--- src/hw/rtl/push_button_dimmer_control_assert.svh ---
// ----------------------------------------------------------------------------
// push_button_dimmer_control_assert.svh
// Assertion macros shared by the dimmer RTL; empty when SYNTH is defined.
// ----------------------------------------------------------------------------
`ifndef PUSH_BUTTON_DIMMER_CONTROL_ASSERT_SVH
`define PUSH_BUTTON_DIMMER_CONTROL_ASSERT_SVH

`ifndef SYNTH

// property that must hold at every clock edge outside reset
`define PBDC_ASSERT(label, clk, rst_n, prop) \
  label: assert property (@(posedge clk) disable iff (!(rst_n)) (prop)) \
    else $error("pbdc assertion failed");

// implication checked in the cycle after the antecedent
`define PBDC_ASSERT_NEXT(label, clk, rst_n, ante, cons) \
  label: assert property (@(posedge clk) disable iff (!(rst_n)) (ante) |=> (cons)) \
    else $error("pbdc assertion failed");

`else

`define PBDC_ASSERT(label, clk, rst_n, prop)
`define PBDC_ASSERT_NEXT(label, clk, rst_n, ante, cons)

`endif

`endif

--- src/hw/rtl/pbdc_pkg.sv ---
`timescale 1ns / 1ps
// ----------------------------------------------------------------------------
// pbdc_pkg
// Types, register codes and reset constants of the push button dimmer.
// ----------------------------------------------------------------------------
package pbdc_pkg;

  localparam int TimeBitsDef = 32;
  localparam int CfgIdxW     = 3;
  localparam int CfgDataW    = 16;

  // register reset values
  localparam logic [7:0]  MinLevelRst   = 8'd10;
  localparam logic [7:0]  MaxLevelRst   = 8'd255;
  localparam logic [15:0] DimStepRst    = 16'd10;
  localparam logic [15:0] HoldRst       = 16'd1000;
  localparam logic [15:0] FadeStepRst   = 16'd5;
  localparam logic [15:0] PressMinRst   = 16'd50;
  localparam logic [15:0] PressMaxRst   = 16'd500;

  typedef enum logic [CfgIdxW-1:0] {
    REG_MIN_LEVEL    = 3'd0,
    REG_MAX_LEVEL    = 3'd1,
    REG_DIM_STEP_MS  = 3'd2,
    REG_HOLD_MS      = 3'd3,
    REG_FADE_STEP_MS = 3'd4,
    REG_PRESS_MIN_MS = 3'd5,
    REG_PRESS_MAX_MS = 3'd6
  } pbdc_reg_e;

  typedef struct packed {
    logic [7:0]  min_level;
    logic [7:0]  max_level;
    logic [15:0] dim_step_ms;
    logic [15:0] hold_ms;
    logic [15:0] fade_step_ms;
    logic [15:0] press_min_ms;
    logic [15:0] press_max_ms;
  } pbdc_cfg_t;

  typedef struct packed {
    logic button_pressed;
  } pbdc_in_t;

  typedef struct packed {
    logic [7:0] dmx_level;
    logic       lamp_on;
    logic       manual_dimming;
    logic       auto_fading;
  } pbdc_out_t;

endpackage

--- src/hw/rtl/pbdc_cfg.sv ---
`timescale 1ns / 1ps
// ----------------------------------------------------------------------------
// pbdc_cfg
// Configuration register bank written through a plain write port.
// ----------------------------------------------------------------------------
module pbdc_cfg (
  input  logic                            clk_i,
  input  logic                            rst_ni,
  input  logic                            cfg_we_i,
  input  logic [pbdc_pkg::CfgIdxW-1:0]    cfg_idx_i,
  input  logic [pbdc_pkg::CfgDataW-1:0]   cfg_wdata_i,
  output pbdc_pkg::pbdc_cfg_t             cfg_o
);

  pbdc_pkg::pbdc_cfg_t cfg_q, cfg_d;

  always_comb begin
    cfg_d = cfg_q;
    if (cfg_we_i) begin
      case (pbdc_pkg::pbdc_reg_e'(cfg_idx_i))
        pbdc_pkg::REG_MIN_LEVEL:    cfg_d.min_level    = cfg_wdata_i[7:0];
        pbdc_pkg::REG_MAX_LEVEL:    cfg_d.max_level    = cfg_wdata_i[7:0];
        pbdc_pkg::REG_DIM_STEP_MS:  cfg_d.dim_step_ms  = cfg_wdata_i;
        pbdc_pkg::REG_HOLD_MS:      cfg_d.hold_ms      = cfg_wdata_i;
        pbdc_pkg::REG_FADE_STEP_MS: cfg_d.fade_step_ms = cfg_wdata_i;
        pbdc_pkg::REG_PRESS_MIN_MS: cfg_d.press_min_ms = cfg_wdata_i;
        pbdc_pkg::REG_PRESS_MAX_MS: cfg_d.press_max_ms = cfg_wdata_i;
        default: ;
      endcase
    end
  end

  always_ff @(posedge clk_i or negedge rst_ni) begin
    if (!rst_ni) begin
      cfg_q.min_level    <= pbdc_pkg::MinLevelRst;
      cfg_q.max_level    <= pbdc_pkg::MaxLevelRst;
      cfg_q.dim_step_ms  <= pbdc_pkg::DimStepRst;
      cfg_q.hold_ms      <= pbdc_pkg::HoldRst;
      cfg_q.fade_step_ms <= pbdc_pkg::FadeStepRst;
      cfg_q.press_min_ms <= pbdc_pkg::PressMinRst;
      cfg_q.press_max_ms <= pbdc_pkg::PressMaxRst;
    end else begin
      cfg_q <= cfg_d;
    end
  end

  assign cfg_o = cfg_q;

endmodule

--- config.mk ---
export PLATFORM = sky130hd
export DESIGN_NAME = pbdc_cfg
export DESIGN_NICKNAME = d
export VERILOG_FILES = /design/src/hw/rtl/push_button_dimmer_control_assert.svh /design/src/hw/rtl/pbdc_pkg.sv /design/src/hw/rtl/pbdc_cfg.sv
export SDC_FILE = /design/constraint.sdc
export NUM_CORES = 1
export LEC_CHECK = 0
export ABC_AREA = 1
export CORE_MARGIN = 4
export CORE_UTILIZATION = 40
export CTS_CLUSTER_DIAMETER = 60
export DETAILED_ROUTE_END_ITERATION = 7
export DONT_BUFFER_PORTS = 1
export PLACE_DENSITY_LB_ADDON = 0.2
export SLEW_MARGIN = 20
export SYNTH_ARGS = -nofsm -noshare
export SYNTH_HDL_FRONTEND = slang
export SYNTH_SLANG_ARGS = --single-unit
--- constraint.sdc ---
create_clock -name clk_i -period 0.8 [get_ports clk_i]
set_input_delay 0.16 -clock clk_i [delete_from_list [all_inputs] [get_ports clk_i]]
set_output_delay 0.16 -clock clk_i [all_outputs]
set_load 0.05 [all_outputs]
# Word level (Yosys, flattened, before mapping)

Index checks and enable logic that the tools add are counted.

Register bits: 96
Input port bits: 22
Output and inout port bits: 96
Word-level logic and storage cells: 21

Equal/unequal tests: 6
Reduce and logical (&&, ||, !) cells: 8

Operator list:

| kind                                                | count |
|---|---|
| AND reduction 2 bit                                 | 7 |
| equality test 3 bit, second input constant          | 3 |
| equality test 3 x 2 -> 1 bit, second input constant | 2 |
| equality test 3 x 1 -> 1 bit, second input constant | 1 |
| zero test 3 bit                                     | 1 |

# Longest topological paths before layout

Gate-level depths: netlist of run 1.

Depth after elaboration: 2
Depth in mapped cells: 6
Gate-level depth less buffers: 5

# Worst setup path before layout of run 1

OpenSTA, ideal clock, no wires.

Path type: input -> register
Start: input cfg_idx_i[2] (netlist name)
End: register cfg_q, in the netlist cfg_o[37]
Setup time: 119 ps
Data arrival time: 791 ps
Data required time: 681 ps
Path slack: -110 ps
Stages on the path: 6
Path buffers: 1
Cell sequence: nand2_1 > inv_4 > nand2_2 > buf_2 > nand2_1 > nand2_1

Cells in the longest elaborated chain, start to end: 2

RTL lines:

| what                                 | line           | text |
|---|---|---|
| start, declared                      | pbdc_cfg.sv:10 | `input logic [pbdc_pkg::CfgIdxW-1:0] cfg_idx_i,` |
| equality test 3 bit                  | pbdc_cfg.sv:20 | `case (pbdc_pkg::pbdc_reg_e'(cfg_idx_i))` |
| AND reduction 2 bit (no source line) | -              |  |
| end signal, assigned                 | pbdc_cfg.sv:43 | `cfg_q <= cfg_d;` |
| end, declared                        | pbdc_cfg.sv:15 | `pbdc_pkg::pbdc_cfg_t cfg_q, cfg_d;` |

No other way between the ends.
A chain may end at the register's enable or synchronous reset.

# Worst setup path in the final report of run 1

Start: register cfg_q, in the netlist cfg_o[56]
End: output cfg_o[56] (netlist name)

RTL lines:

| what          | line           | text |
|---|---|---|
| end, declared | pbdc_cfg.sv:12 | `output pbdc_pkg::pbdc_cfg_t cfg_o` |

No word-level cell between the ends.

==> results of run 1 <==
==> layout make-up <==
cell class | instances | area, um2
inverters | 6 | 45.04
flip-flops and latches | 96 | 2495
clock inverters | 6 | 45.04
fillers | 675 | 2688
multi-input cells | 307 | 1313
well taps | 129 | 161.4
clock buffers | 10 | 137.6
repair buffers | 143 | 2400
==> what timing repair did <==
action	in CTS	in global routing
hold endpoints to repair	192	96
pin swaps	0	5
gates resized for setup	0	23
setup buffers	7	10
gates cloned	0	0
endpoints found under the setup margin	96	144
==> cell usage in the layout (no fill, tap or decap) <==
cell type / n
nand2_1: 239
buf_12: 99
nand3_1: 48
dfrtp_2: 45
dfstp_2: 29
dfrtp_1: 22
buf_4: 21
clkbuf_8: 10
dlymetal6s4s_1: 9
nand2_2: 8
dlygate4sd3_1: 8
buf_6: 6
nor2_4: 5
nand2_4: 5
clkinvlp_4: 3
inv_1: 2
nor2_2: 2
clkinv_4: 2
inv_2: 1
inv_8: 1
inv_4: 1
inv_12: 1
clkinv_2: 1
==> worst max path at each step <==
| stage | to | slack, ns | cells past startpoint | start |
|---|---|---|---|---|
| 5_1_grt | cfg_o[51] | -0.48 | 1 | cfg_o[51] |
| 3_3_place_gp | cfg_o[49] | -0.09 | 5 | cfg_we_i |
| 4_1_cts | cfg_o[87] | -0.46 | 1 | cfg_o[87] |
| 3_5_place_dp | cfg_o[50] | -0.15 | 5 | cfg_we_i |
| 6_report | cfg_o[56] | -0.44 | 1 | cfg_o[56] |
| 2_1_floorplan | cfg_o[65] | -0.06 | 2 | cfg_o[65] |
==> power breakdown <==
| part | internal, W | switching (W) |
|---|---|---|
| registers | 0.00606 | 0.00106 |
| logic | 0.00417 | 0.00454 |
| clock network | 0.00122 | 0.00175 |
| total | 0.0115 | 0.00736 |
==> through the flow <==
step / setup WS (ns) / total power (W) / utilization (%) / setup TNS (ns) / instances
5_1_grt: -0.4763 / 0.01954 / 71.05 / -37.45 / 697
4_1_cts: -0.4609 / 0.01866 / 69.51 / -35.16 / 687
3_3_place_gp: -0.08879 / 0.01534 / 65.15 / -2.709 / 647
6_report: -0.4422 / 0.01881 / 71.05 / -33.59 / 697
2_1_floorplan: -0.06028 / 0.01076 / - / -3.682 / 424
3_5_place_dp: -0.1545 / 0.01548 / 65.15 / -4.741 / 647
==> routing by layer <==
metal,vias to the layer above,track usage [%],share of wire [%],wire length (um)
met3,19,6.982,8.1,930
met1,1626,25.60,40,4608
met2,135,34.24,50,5745
met5,-,0,0,0
li1,1588,-,-,-
met4,0,6.198,1.8,201
==> logic make-up after synthesis <==
logic type	synth area share, %
buffers and inverters	3.352
flip-flops	63.42
AND/OR/NAND/NOR	33.22
==> impl_metrics.tcl, run 1 <==
set metrics [dict create \
    synth_seq_cells 96 \
    slowest_delay_ns 0.58 \
    r2r.worst_path.cells 4 \
    yosysMostFrequentCell "nand2_1" \
    status "finished with violations" \
    yosys-top-cells-area "dfrtp_1, nand2_1, dfstp_2" \
    yosys.area.top_type_share_pct 43.61 \
    drc 0 \
    critPathCaptureType "primary output" \
    r2r_slack_ns -0.14 \
    largest_register_ffs 96 \
    wirelength_mm 11.49 \
    synthCells 424 \
    cts_tree "built" \
    fmax_mhz 805.0 \
    syn_avg_cell_area_um2 9.068 \
    ys.warnings.count 0 \
    drt_pre_antenna_iters 4 \
    antenna_found_initial 0 \
    seq_area_frac_synth_pct 63.42 \
    synth_ff_type "dfrtp_1" \
    async_flop_share_pct 100.0 \
    cts.sinks 96 \
    start_kind "register" \
    finalCritPeriodShare_pct 155.3 \
    grt_first_pass_wirelength_mm 18.11 \
    finalSetupViolations 101 \
    core_um2 9284 \
    fin_ws_ns -0.4422 \
    start_util_pct 41.42 \
    wire_per_inst_um 16.48 \
    grt_max_degree 97 \
    netlist_top_cells_count "nand2_1, dfrtp_1, nand3_1, dfstp_2, buf_2" \
    die-width_um 106.0 \
    post_drt_via_cell_ratio 4.832 \
    slew_violations 0 \
    netlist_area_um2 3845 \
    whs_ns -0.5269 \
    vdd_drop_max_mv 1.612 \
    drv_cap 0 \
    die_h_um 106.0 \
    n_antenna_cell 0 \
    track_usage_pct 20.64 \
    gp_congestion 0.7748 \
    reg2reg_from "cfg_o[56]" \
    grt_pass1_vias 3411 \
    final_hold_viol_count 96 \
    path_cells "buf_12" \
    slew_headroom_pct 73.00 \
    clk_path_buf_depth 2 \
    drive_above_1_share_pct 42.25 \
    placed_area_um2 6048 \
    portBuffers 0 \
    synthesis.nets 446 \
    layout_min_cycle_time_ns 1.242 \
    vias 3368 \
    num_rows 35 \
    critPathBufInv 1 \
    hold_class "in -> async" \
    clkTransAtPathRegs_ns 0.10 \
    dp_hpwl_mm 8.018 \
    crit_slowest_cell "dfstp_2" \
    skew_ns 0 \
    synth_edf_count 0 \
    layout.nets 585 \
    rsz0062_at_grt "true" \
    root_buffer "clkbuf_8" \
    overflow 0 \
    timing.rr.end "cfg_o[56]" \
    holdBufCountCts 17 \
    pin_count 118 \
    violations "hold timing, setup timing" \
    ys_types 14 \
    design_area_um2 6596 \
    dr.first_iter.drc_count 158 \
    p_per_area_nw_per_um2 2852 \
    critPathMaxFanout 2 \
    postRouteAntennaNets 0 \
    synth_top_cell_by_area "dfrtp_1" \
    design.die.area_um2 11240 \
    p_leak_nw 3.265 \
    ctsHtreeMaxLevel 3 \
    area_growth_pct 71.56 \
    critical_path_class "reg -> out" \
    cts_made_buffers 9 \
    required_ns 0.64 \
    clkLatencyLatePin_ns 0.35 \
    worstPathArrival_ns 1.08 \
    tightest_slew_ns 0.4050 \
    critical_path.top_delay_family "flip-flops" \
]
(Power assumes the default switching activity.)
==> inputs of run 2 (changes only) <==
--- a/config.mk
+++ b/config.mk
@@ -7,7 +7,7 @@
 export LEC_CHECK = 0
 export ABC_AREA = 1
 export CORE_MARGIN = 4
-export CORE_UTILIZATION = 40
+export CORE_UTILIZATION = 25
 export CTS_CLUSTER_DIAMETER = 60
 export DETAILED_ROUTE_END_ITERATION = 7
 export DONT_BUFFER_PORTS = 1
==> run 2 against run 1 <==
Against the previous run:
- the run still ends with hold timing, setup timing left
- cell count increased by 8.3%
- non-clock buffer count decreased by 1
- sequential cell count unchanged
- total power increased by 6.5%
- clock skew unchanged
- sequential share of layout area decreased by 1.2 points
- maximum frequency increased by 0.79%
- via count decreased by 2.5%
- clock-buffer cell count increased by 2
- critical endpoint is now cfg_o[86]
- largest cell class unchanged
==> impl_metrics.tcl, run 2 (same netlist as run 1, synthesis figures left out) <==
set metrics [dict create \
    pin_count 118 \
    clkTransAtPathRegs_ns 0.07 \
    start_kind "register" \
    finalCritPeriodShare_pct 154.1 \
    slew_headroom_pct 69.26 \
    design.die.area_um2 17430 \
    post_drt_via_cell_ratio 4.348 \
    num_rows 45 \
    instances_no_fill 755 \
    fin_ws_ns -0.4325 \
    vdd_drop_max_mv 1.484 \
    drc 0 \
    holdBufCountCts 17 \
    dr.first_iter.drc_count 150 \
    p_per_area_nw_per_um2 2940 \
    cts_made_buffers 9 \
    final_hold_viol_count 98 \
    required_ns 0.64 \
    whs_ns -0.5029 \
    n_antenna_cell 0 \
    final.setup.tns_ns -31.25 \
    wirelength_mm 12.42 \
    drive_above_1_share_pct 41.62 \
    skew_ns 0 \
    area_growth_pct 77.19 \
    fin_util_pct 44.98 \
    fmax_mhz 811.4 \
    drv_cap 0 \
    die-width_um 132.0 \
    gp_congestion 0.7467 \
    dp_hpwl_mm 8.585 \
    postRouteAntennaNets 0 \
    layout_common_cells "nand2_1, buf_12, nand3_1" \
    cts.sinks 96 \
    largest_register_ffs 96 \
    ff_latch_area_um2 2495 \
    die_h_um 132.0 \
    worstPathArrival_ns 1.07 \
    core_um2 15150 \
    layout.nets 584 \
    critPathCaptureType "primary output" \
    portBuffers 0 \
    root_buffer "clkbuf_16" \
    ctsHtreeMaxLevel 3 \
    dp.cells 710 \
    status "finished with violations" \
    slowest_delay_ns 0.57 \
    rsz0062_at_grt "true" \
    clkLatencyLatePin_ns 0.35 \
    cts_tree "built" \
    overflow 0 \
    p_leak_nw 3.379 \
    slew_violations 0 \
    finalSetupViolations 98 \
    start_util_pct 25.39 \
    antenna_found_initial 0 \
    violations "hold timing, setup timing" \
    clk_path_buf_depth 2 \
    vias 3283 \
    hold_class "in -> async" \
    grt_pass1_vias 3448 \
    final_common_cell "nand2_1" \
    critical_path_class "reg -> out" \
    tightest_slew_ns 0.4612 \
    grt_first_pass_wirelength_mm 19.83 \
    multiInputGateArea_um2 1300 \
    layout_min_cycle_time_ns 1.232 \
    critPathMaxFanout 2 \
    drt_pre_antenna_iters 4 \
    wire_per_inst_um 16.45 \
    fill_cells 1385 \
    critPathBufInv 1 \
    crit_slowest_cell "dfstp_2" \
    r2r_slack_ns -0.03 \
    grt_max_degree 97 \
    track_usage_pct 14.71 \
    path_cells "buf_12" \
    pre_cts_slack_ns -0.09627 \
    critical_path.top_delay_family "flip-flops" \
]
-- run 2: final timing paths --
| kind | startpoint | end | depth (start not counted) |
|---|---|---|---|
| max | cfg_o[86] | cfg_o[86] | 1 |
| min | rst_ni | cfg_o[47] | 0 |
| max reg2reg | cfg_o[56] | cfg_o[56] | 3 |
| min reg2reg | cfg_o[55] | cfg_o[55] | 2 |
| max in group asynchronous | rst_ni | cfg_o[57] | 0 |
| min in group clk_i | cfg_idx_i[1] | cfg_o[84] | 3 |
-- run 2: worst reg2reg max path, cell delays in order, from the launching register on --
cell     delay, ns
dfstp_2       0.55
buf_4         0.11
nand2_1       0.04
nand2_1       0.07
-- run 2: report_power, final --
group,leakage [nW],switching (W),internal (W)
Combinational,2.14,0.00452,0.00414
Sequential,1.09,0.00106,0.00607
Clock,0.148,0.00186,0.00238
Total,3.38,0.00744,0.0126
-- run 2: area by class of cell --
class                      count  share of cell area, %
clock buffer                  12                  3.930
clock inverter                 4                 0.3673
inverter                       6                 0.6612
multi-input combinational    307                  19.08
sequential                    96                  36.62
tap                          188                  3.453
timing repair buffer         142                  35.89
-- run 2: per-stage QoR --
step | hold WS (ns) | area, um2 | power [W]
floorplan | -0.1356 | 3946 | 0.01076
global placement | -0.1321 | 6202 | 0.01547
detailed placement | -0.1326 | 6202 | 0.01555
CTS | -0.5254 | 6703 | 0.02017
global route | -0.5232 | 6813 | 0.02090
finish | -0.5029 | 6813 | 0.02003
-- run 2: metal layers --
layer,share of wire (%),global-route usage (%),vias up
li1,-,-,1590
met1,42,17.65,1580
met2,49,24.12,100
met3,7.8,6.145,13
met4,1.4,4.551,0
met5,0,0,-
-- run 2: repair_timing --
item,CTS,global route
setup endpoints to repair,96,170
buffers inserted,5,9
gates resized for setup,0,22
pin swaps,0,3
endpoints found under the hold margin,192,98
