$ cat config.mk
export PLATFORM = sky130hd
export DESIGN_NAME = pbdc_tick
export DESIGN_NICKNAME = d
export VERILOG_FILES = /design/src/hw/rtl/pbdc_pkg.sv /design/src/hw/rtl/pbdc_tick.sv
export VERILOG_INCLUDE_DIRS = /design/src /design/src/hw/rtl
export SDC_FILE = /design/constraint.sdc
export NUM_CORES = 1
export LEC_CHECK = 0
export BUFFER_PORTS_ARGS = -buffer_cell sky130_fd_sc_hd__buf_2
export CAP_MARGIN = 20
export CORE_MARGIN = 1.5
export CORE_UTILIZATION = 35
export CTS_BUF_LIST = sky130_fd_sc_hd__clkbuf_4
export CTS_CLUSTER_DIAMETER = 120
export CTS_CLUSTER_SIZE = 12
export DETAILED_ROUTE_END_ITERATION = 7
export REMOVE_ABC_BUFFERS = 1
export SYNTH_ARGS = -nofsm -noshare
export SYNTH_HDL_FRONTEND = slang
export SYNTH_SLANG_ARGS = --single-unit
$ cat constraint.sdc
create_clock -name clk_i -period 15.62 [get_ports clk_i]
set_input_delay 0.781 -clock clk_i [delete_from_list [all_inputs] [get_ports clk_i]]
set_output_delay 0.781 -clock clk_i [all_outputs]
set_load 0.05 [all_outputs]
$ cat src/hw/rtl/push_button_dimmer_control_assert.svh
// ----------------------------------------------------------------------------
// push_button_dimmer_control_assert.svh
// Assertion macros shared by the dimmer RTL; empty when SYNTH is defined.
// ----------------------------------------------------------------------------
`ifndef PUSH_BUTTON_DIMMER_CONTROL_ASSERT_SVH
`define PUSH_BUTTON_DIMMER_CONTROL_ASSERT_SVH

`ifndef SYNTH

// property that must hold at every clock edge outside reset
`define PBDC_ASSERT(label, clk, rst_n, prop) \
  label: assert property (@(posedge clk) disable iff (!(rst_n)) (prop)) \
    else $error("pbdc assertion failed");

// implication checked in the cycle after the antecedent
`define PBDC_ASSERT_NEXT(label, clk, rst_n, ante, cons) \
  label: assert property (@(posedge clk) disable iff (!(rst_n)) (ante) |=> (cons)) \
    else $error("pbdc assertion failed");

`else

`define PBDC_ASSERT(label, clk, rst_n, prop)
`define PBDC_ASSERT_NEXT(label, clk, rst_n, ante, cons)

`endif

`endif

$ cat src/hw/rtl/pbdc_pkg.sv
`timescale 1ns / 1ps
// ----------------------------------------------------------------------------
// pbdc_pkg
// Types, register codes and reset constants of the push button dimmer.
// ----------------------------------------------------------------------------
package pbdc_pkg;

  localparam int TimeBitsDef = 32;
  localparam int CfgIdxW     = 3;
  localparam int CfgDataW    = 16;

  // register reset values
  localparam logic [7:0]  MinLevelRst   = 8'd10;
  localparam logic [7:0]  MaxLevelRst   = 8'd255;
  localparam logic [15:0] DimStepRst    = 16'd10;
  localparam logic [15:0] HoldRst       = 16'd1000;
  localparam logic [15:0] FadeStepRst   = 16'd5;
  localparam logic [15:0] PressMinRst   = 16'd50;
  localparam logic [15:0] PressMaxRst   = 16'd500;

  typedef enum logic [CfgIdxW-1:0] {
    REG_MIN_LEVEL    = 3'd0,
    REG_MAX_LEVEL    = 3'd1,
    REG_DIM_STEP_MS  = 3'd2,
    REG_HOLD_MS      = 3'd3,
    REG_FADE_STEP_MS = 3'd4,
    REG_PRESS_MIN_MS = 3'd5,
    REG_PRESS_MAX_MS = 3'd6
  } pbdc_reg_e;

  typedef struct packed {
    logic [7:0]  min_level;
    logic [7:0]  max_level;
    logic [15:0] dim_step_ms;
    logic [15:0] hold_ms;
    logic [15:0] fade_step_ms;
    logic [15:0] press_min_ms;
    logic [15:0] press_max_ms;
  } pbdc_cfg_t;

  typedef struct packed {
    logic button_pressed;
  } pbdc_in_t;

  typedef struct packed {
    logic [7:0] dmx_level;
    logic       lamp_on;
    logic       manual_dimming;
    logic       auto_fading;
  } pbdc_out_t;

endpackage

$ cat src/hw/rtl/pbdc_tick.sv
`timescale 1ns / 1ps
// ----------------------------------------------------------------------------
// pbdc_tick
// Dimmer state and its one-tick update: edge capture, press classification,
// manual ramp step and fade step.
// ----------------------------------------------------------------------------
`include "push_button_dimmer_control_assert.svh"

module pbdc_tick #(
  parameter int TIME_BITS = pbdc_pkg::TimeBitsDef
) (
  input  logic                 clk_i,
  input  logic                 rst_ni,
  input  logic                 step_i,
  input  logic                 button_i,
  input  pbdc_pkg::pbdc_cfg_t  cfg_i,
  output pbdc_pkg::pbdc_out_t  res_o
);

  logic [TIME_BITS-1:0] now_q, t_last_q, t_before_q, last_chg_q;
  logic [TIME_BITS-1:0] now_d, t_last_d, t_before_d, last_chg_d;
  logic                 lvl_last_q, lvl_before_q, pending_q, light_q;
  logic                 lvl_last_d, lvl_before_d, pending_d, light_d;
  logic                 ramp_up_q, ramp_act_q, fade_act_q, off_after_q;
  logic                 ramp_up_d, ramp_act_d, fade_act_d, off_after_d;
  logic [7:0]           level_q, target_q, saved_q;
  logic [7:0]           level_d, target_d, saved_d;
  logic [15:0]          wait_q, wait_d;

  // combinational intermediates
  logic                 is_edge, pending1, cls_ok, long_press, short_press;
  logic [TIME_BITS-1:0] gap, since_last, elapsed, lc1;
  logic [7:0]           level1, level2, target1;
  logic                 light1, ramp_up1, ramp_act1, fade_act1, fade_act2;
  logic                 man_run, at_min, at_max, step_mid, step_min, step_max;
  logic [15:0]          wait1, wait_dec;
  logic [7:0]           min_l, max_l;

  assign min_l = cfg_i.min_level;
  assign max_l = cfg_i.max_level;

  always_comb begin
    // edge capture
    is_edge      = button_i != lvl_last_q;
    lvl_last_d   = button_i;
    lvl_before_d = is_edge ? lvl_last_q : lvl_before_q;
    t_before_d   = is_edge ? t_last_q : t_before_q;
    t_last_d     = is_edge ? now_q : t_last_q;
    pending1     = is_edge | pending_q;

    // classification
    gap         = t_last_d - t_before_d;
    since_last  = now_q - t_last_d;
    cls_ok      = pending1 && (gap >= TIME_BITS'(cfg_i.press_min_ms));
    long_press  = cls_ok && button_i && light_q &&
                  (since_last >= TIME_BITS'(cfg_i.press_max_ms));
    short_press = cls_ok && !long_press && !button_i && lvl_before_d &&
                  (gap <= TIME_BITS'(cfg_i.press_max_ms));
    pending_d   = pending1 && !(long_press || short_press);

    ramp_up1    = long_press ? !ramp_up_q : ramp_up_q;
    ramp_act1   = long_press | ramp_act_q;
    off_after_d = off_after_q;
    saved_d     = saved_q;
    target1     = target_q;
    fade_act1   = fade_act_q;
    wait1       = wait_q;
    level1      = level_q;
    lc1         = last_chg_q;
    light1      = light_q;
    if (short_press) begin
      saved_d   = level_q;
      fade_act1 = 1'b1;
      wait1     = '0;
      if (light_q) begin
        off_after_d = 1'b1;
        target1     = min_l;
      end else begin
        // switch on at minimum and fade up to the old level
        off_after_d = 1'b0;
        target1     = level_q;
        level1      = min_l;
        lc1         = now_q;
        light1      = 1'b1;
      end
    end

    // manual ramp step
    man_run    = ramp_act1 && button_i;
    ramp_act_d = man_run;
    fade_act2  = man_run ? 1'b0 : fade_act1;
    elapsed    = now_q - lc1;
    at_min     = level1 == min_l;
    at_max     = level1 == max_l;
    step_mid   = man_run && !at_min && !at_max &&
                 (elapsed >= TIME_BITS'(cfg_i.dim_step_ms));
    step_min   = man_run && at_min && (elapsed >= TIME_BITS'(cfg_i.hold_ms));
    step_max   = man_run && !at_min && at_max && (elapsed >= TIME_BITS'(cfg_i.hold_ms));
    level2     = level1;
    ramp_up_d  = ramp_up1;
    last_chg_d = lc1;
    if (step_mid) begin
      level2     = ramp_up1 ? level1 + 8'd1 : level1 - 8'd1;
      last_chg_d = now_q;
    end else if (step_min) begin
      level2     = min_l + 8'd1;
      ramp_up_d  = 1'b1;
      last_chg_d = now_q;
    end else if (step_max) begin
      level2     = max_l - 8'd1;
      ramp_up_d  = 1'b0;
      last_chg_d = now_q;
    end

    // fade step
    wait_dec   = (wait1 != 16'd0) ? wait1 - 16'd1 : wait1;
    level_d    = level2;
    light_d    = light1;
    fade_act_d = fade_act2;
    wait_d     = wait1;
    target_d   = target1;
    if (fade_act2) begin
      wait_d = wait_dec;
      if (wait_dec == 16'd0) begin
        if (level2 != target1) begin
          level_d    = (level2 < target1) ? level2 + 8'd1 : level2 - 8'd1;
          last_chg_d = now_q;
          wait_d     = cfg_i.fade_step_ms;
        end else begin
          if (off_after_d) begin
            light_d     = 1'b0;
            off_after_d = 1'b0;
            level_d     = saved_d;
            last_chg_d  = now_q;
          end
          fade_act_d = 1'b0;
        end
      end
    end

    now_d = now_q + TIME_BITS'(1);

    res_o.dmx_level      = light_d ? level_d : 8'd0;
    res_o.lamp_on        = light_d;
    res_o.manual_dimming = ramp_act_d;
    res_o.auto_fading    = fade_act_d;
  end

  always_ff @(posedge clk_i or negedge rst_ni) begin
    if (!rst_ni) begin
      now_q        <= '0;
      t_last_q     <= '0;
      t_before_q   <= '0;
      last_chg_q   <= '0;
      lvl_last_q   <= 1'b0;
      lvl_before_q <= 1'b0;
      pending_q    <= 1'b0;
      light_q      <= 1'b0;
      ramp_up_q    <= 1'b0;
      ramp_act_q   <= 1'b0;
      fade_act_q   <= 1'b0;
      off_after_q  <= 1'b0;
      level_q      <= pbdc_pkg::MaxLevelRst;
      target_q     <= '0;
      saved_q      <= '0;
      wait_q       <= '0;
    end else if (step_i) begin
      now_q        <= now_d;
      t_last_q     <= t_last_d;
      t_before_q   <= t_before_d;
      last_chg_q   <= last_chg_d;
      lvl_last_q   <= lvl_last_d;
      lvl_before_q <= lvl_before_d;
      pending_q    <= pending_d;
      light_q      <= light_d;
      ramp_up_q    <= ramp_up_d;
      ramp_act_q   <= ramp_act_d;
      fade_act_q   <= fade_act_d;
      off_after_q  <= off_after_d;
      level_q      <= level_d;
      target_q     <= target_d;
      saved_q      <= saved_d;
      wait_q       <= wait_d;
    end
  end

  // a ramp only runs while the lamp is lit
  `PBDC_ASSERT(a_ramp_needs_light, clk_i, rst_ni, !ramp_act_q || light_q)
  // tick time advances by exactly one per item
  `PBDC_ASSERT_NEXT(a_time_step, clk_i, rst_ni, step_i,
                    now_q == $past(now_q) + TIME_BITS'(1))

endmodule

* Word-level counts from Yosys, hierarchy flattened *
Cells that the tools add are included.

storage, ports and cells
  bits of input ports = 100
  logic and storage cells = 116
  output and inout port bits = 11
  register bits = 176

operators by class
  order comparisons = 6
  bitwise logic cells = 2
  muxes and demuxes = 51
  $add $sub $neg = 11
  reduce and logical (&&, ||, !) cells = 26
  eq/ne operators = 4

operators with widths
  cell                                                                   count
  32-bit 2-to-1 mux                                                      11
  32-bit by 16-bit >= comparator with 1-bit output                       4
  8-bit 2-to-1 mux                                                       15
  32-bit subtractor                                                      3
  16-bit 2-to-1 mux                                                      5
  32-bit by 1-bit adder with 32-bit output (second input constant)       1
  32-bit by 16-bit less-or-equal comparator with 1-bit output            1
  8-bit by 1-bit adder with 8-bit output (second input constant)         3
  8-bit by 1-bit subtractor with 8-bit output (second input constant)    3
  1-bit 2-to-1 mux                                                       20
  1-bit logical AND                                                      17
  8-bit == test                                                          2
  16-bit zero test                                                       1
  16-bit nonzero test                                                    1
  16-bit by 1-bit subtractor with 16-bit output (second input constant)  1
  8-bit less-than comparator                                             1
  8-bit inequality test                                                  1
  1-bit zero test                                                        6
  1-bit bitwise OR                                                       2
  1-bit logical OR                                                       1
  1-bit inequality test                                                  1

* Depth between registers and ports, before layout *
  depth after elaboration = 28
  gate-level depth with buffers = 73
  depth with buffers taken out = 64

* Least setup slack after synthesis *
OpenSTA, ideal clock, no wires.

  path kind = in2out
  start = input button_i
  end = output res_o[9] (netlist name)
  path buffers = 9
  data required time = 14.839 ns
  path slack = 0.742 ns
  arrival time = 14.097 ns
  stages = 67
  path through = xnor2_4 -> buf_6 -> buf_2 -> buf_2 -> clkbuf_1 -> buf_1 -> clkbuf_1 -> nor2_1 -> a21oi_1 -> ha_1 -> inv_1 -> ha_1 -> o311a_1 -> o211a_1 -> o2111ai_1 -> and2_4 -> xnor2_1 -> ha_1 -> [31 not listed] -> ha_1 -> nor2b_1 -> o21ai_0 -> nand2b_1 -> a21oi_1 -> o21ai_1 -> inv_1 -> fa_1 -> nor2b_1 -> o21ai_0 -> nand2b_1 -> a21o_1 -> a21oi_1 -> xor2_1 -> o22ai_1 -> and2_1 -> a21oi_1 -> nor2_1

RTL lines
  item                RTL line         text
  start: declaration  pbdc_tick.sv:15  input logic button_i,
  end: declaration    pbdc_tick.sv:17  output pbdc_pkg::pbdc_out_t res_o

==> flow_summary.yaml <==
cts:
  h-tree-depth: 4
  clkTransAtPathRegs_ns: 0.16
  cts_buffers: 17
  clk_path_buf_depth: 2
  cts_tree: "yes"
  cts_hold_buf: 0
  cts.sinks: 176
  clk_latency_ns: 0.69
  cts_root_buffer: "clkbuf_4"
sta:
  setup_viol: 0
  skew_ns: 0.03923
  tightestPinTransition_ns: 0.9498
  min_period_ns: 14.60
  fmax_mhz: 68.50
  slew_headroom_pct: 36.68
  rsz0062_at_grt: "no"
  period_share_pct: 93.46
  final_max_slew_viol_count: 0
  hold_viol: 0
  worst_slack_ns: 1.021
  fin_setup_tns_ns: 0
cells_and_area:
  fin_nets: 2777
  multi_input_area_um2: 13880
  seqCellArea_um2: 4415
  finish.utilization_pct: 38.19
  drive_above_1_share_pct: 11.66
  stdcell_count: 3262
  area_delta_synth_final_pct: 8.237
  n_fill_cell: 5684
power:
  p_int_mw: 1.425
  pwr_density_cell_nw_per_um2: 135.1
  p_sw_share_pct: 49.79
  combPwrFrac_pct: 68.2
  vdd_ir_drop_max_v: 0.00005580
  p_clk_share_pct: 9.5
  p_sw_mw: 1.413
  p_total_mw: 2.837
  power.leakage_nw: 10.08
  p_seq_share_pct: 22.2
synth:
  synth_compound_area_share_pct: 23.08
  synth_top_family_by_area: "compound AO/OA/AOI/OAI gates"
  yosys.area.top_type: "dfrtp_1"
  ys_ff_latch: 176
  synthMuxAreaShare_pct: 8.624
  synth_flop_cell: "dfrtp_1"
  ys_seq_area_share_pct: 22.76
  synthAdderAreaFrac_pct: 12.31
  postSynthCellCount: 2463
  yosys.area.top_type_share_pct: 21.67
  netlist_area_um2: 19400
  async_reset_ff_share_pct: 100.0
  synth_xor_xnor_area_share_pct: 7.237
  ys_warn_count: 0
  netlist-cell-type-count: 97
  synth_edf_count: 0
  avgSynthCellArea_um2: 7.876
  yosys-top-cells-area: "dfrtp_1, ha_1, a21oi_1, mux2i_1, xnor2_1"
  synth_simple_gate_area_share_pct: 19.94
worst_setup_path:
  critical_path_class: "reg2out"
  path_common_cell: "a21o_1"
  required_ns: 14.84
  max_stage_delay_ns: 0.64
  crit_family: "compound AO/OA/AOI/OAI gates"
  crit_arrival_ns: 13.82
  cp-start-kind: "register"
  worst_setup_path_end_kind: "output port"
  worstPathMaxFanout: 22
  cp_num_buf_inv: 6
  crit_slowest_cell: "nor4_2"
  r2r_slack_ns: 2.63
routing:
  wl_per_cell_um: 19.12
  drc: 0
  vias: 18520
  dr.pass1.iters: 7
  first_iter_violations: 1641
  antenna_left: 0
  vias_per_cell: 5.679
  drt_wl_total_um: 62390
floorplan:
  start_util_pct: 35.28
  rows: 86
  die_x_um: 238.4
  core_um2: 54990
  die-area_um2: 56850
  io_pins: 111
  die_y_um: 238.4
placed_design:
  place.gp.congestion: 0.9781
  dp.cells: 3220
  port_buffers: 110
  post-dp-hpwl_um: 49480
  preCtsSetupSlack_ns: 0.5428
run_status:
  status: "finished, final reports clean"
grt:
  grt_pass1_wl_um: 98370
  grt_start_max_net_pins: 73
  antenna_found_initial: 1
  grt_usage_pct: 21.82
  grt-ovfl-total: 0
  grt_pass1_vias: 17760
min_path:
  hold_class: "in2async"
flow_run:
  drv_cap: 0
==> stage by stage <==
step | cell area [um^2] | hold WS, ns
floorplan | 18840 | 0.4444
global placement | 20590 | 0.4627
detailed placement | 20590 | 0.4726
CTS | 20860 | 0.01506
global route | 21000 | 0.03898
finish | 21000 | 0.06486
==> final timing paths <==
check / start / to / depth (start not counted)
worst min-delay path: rst_ni / wait_q[9] / 1
worst max-delay path: lvl_last_q / res_o[9] / 58
worst min register to register: last_chg_q[6] / last_chg_q[6] / 2
min in group clk_i: cfg_i[41] / wait_q[9] / 3
worst max register to register: lvl_last_q / level_q[6] / 57
max in group asynchronous: rst_ni / last_chg_q[13] / 2
==> final cells by class <==
cell class / instances / area share, %
Clock inverter: 12 / 0.5542
Clock buffer: 20 / 0.7151
Sequential cell: 176 / 21.03
Inverter: 163 / 2.914
Tap cell: 748 / 4.457
Antenna cell: 1 / 0.01192
Multi-Input combinational cell: 1992 / 66.09
Timing Repair Buffer: 150 / 4.231
==> timing repair <==
action / CTS / global route
endpoints found under the setup margin: 0 / 7
buffers inserted: 0 / 9
gates resized for setup: 0 / 12
==> placed cells by master, fill, tap and decap left out, types with 12 or more instances in the layout <==
| master | n |
|---|---|
| a21oi_1 | 210 |
| nand2_1 | 206 |
| nor2_1 | 202 |
| ha_1 | 174 |
| dfrtp_1 | 167 |
| inv_1 | 161 |
| o21ai_0 | 154 |
| buf_2 | 108 |
| mux2i_1 | 103 |
| xnor2_1 | 101 |
| a21o_1 | 69 |
| mux2_2 | 57 |
| nand3_1 | 54 |
| xor2_1 | 53 |
| nand4_1 | 46 |
| nor3_1 | 45 |
| nand2b_1 | 43 |
| buf_4 | 38 |
| nor2b_1 | 36 |
| a31oi_1 | 36 |
| and3_1 | 26 |
| and2_1 | 23 |
| o21a_1 | 20 |
| clkbuf_4 | 20 |
| o22ai_1 | 19 |
| o211ai_1 | 17 |
| maj3_1 | 15 |
| or3_1 | 15 |
| nor4_1 | 15 |
| a22oi_1 | 15 |
| a211oi_1 | 14 |
| or2_2 | 12 |
==> synthesized netlist by cell type (all sizes together) (55+ instances only) <==
cell	n
nand3	55
ha	174
nand2	207
a21o	69
inv	161
dfrtp	168
mux2i	103
mux2	57
o21ai	163
a21oi	211
clkbuf	99
xnor2	102
nor2	202
==> kinds of logic (layout without fill, tap and decap cells) <==
group,count (synthesis),count (layout)
compound gates,704,704
xor+xnor,156,156
fa+ha+maj,192,192
buf+inv,295,345
flops,176,176
mux,160,160
other cells,0,1
simple gates,780,780
==> power by group through the flow <==
stage	clock [mW]	sequential [mW]	combinational, mW
global placement	0	0.636	1.85
detailed placement	0	0.638	1.90
floorplan	0	0.604	1.40
global route	0.297	0.646	2.14
CTS	0.282	0.630	1.91
finish	0.271	0.631	1.94
==> layer usage <==
metal  vias to the layer above  share of wire (%)  global-route usage (%)
met1                      8862                 47                   30.16
met4                         0                2.6                   6.828
met3                       117                5.3                   2.927
li1                       8967                  -                       -
met5                         -                  0                       0
met2                       578                 45                   35.14
==> sequential cells by signal, indices dropped and copies added, names as in the netlist, 8 cells and up <==
signal,count
last_chg_q,32
now_q,32
t_before_q,32
t_last_q,32
wait_q,16
level_q,8
saved_q,8
target_q,8
Power figures use the tool's default switching activity.
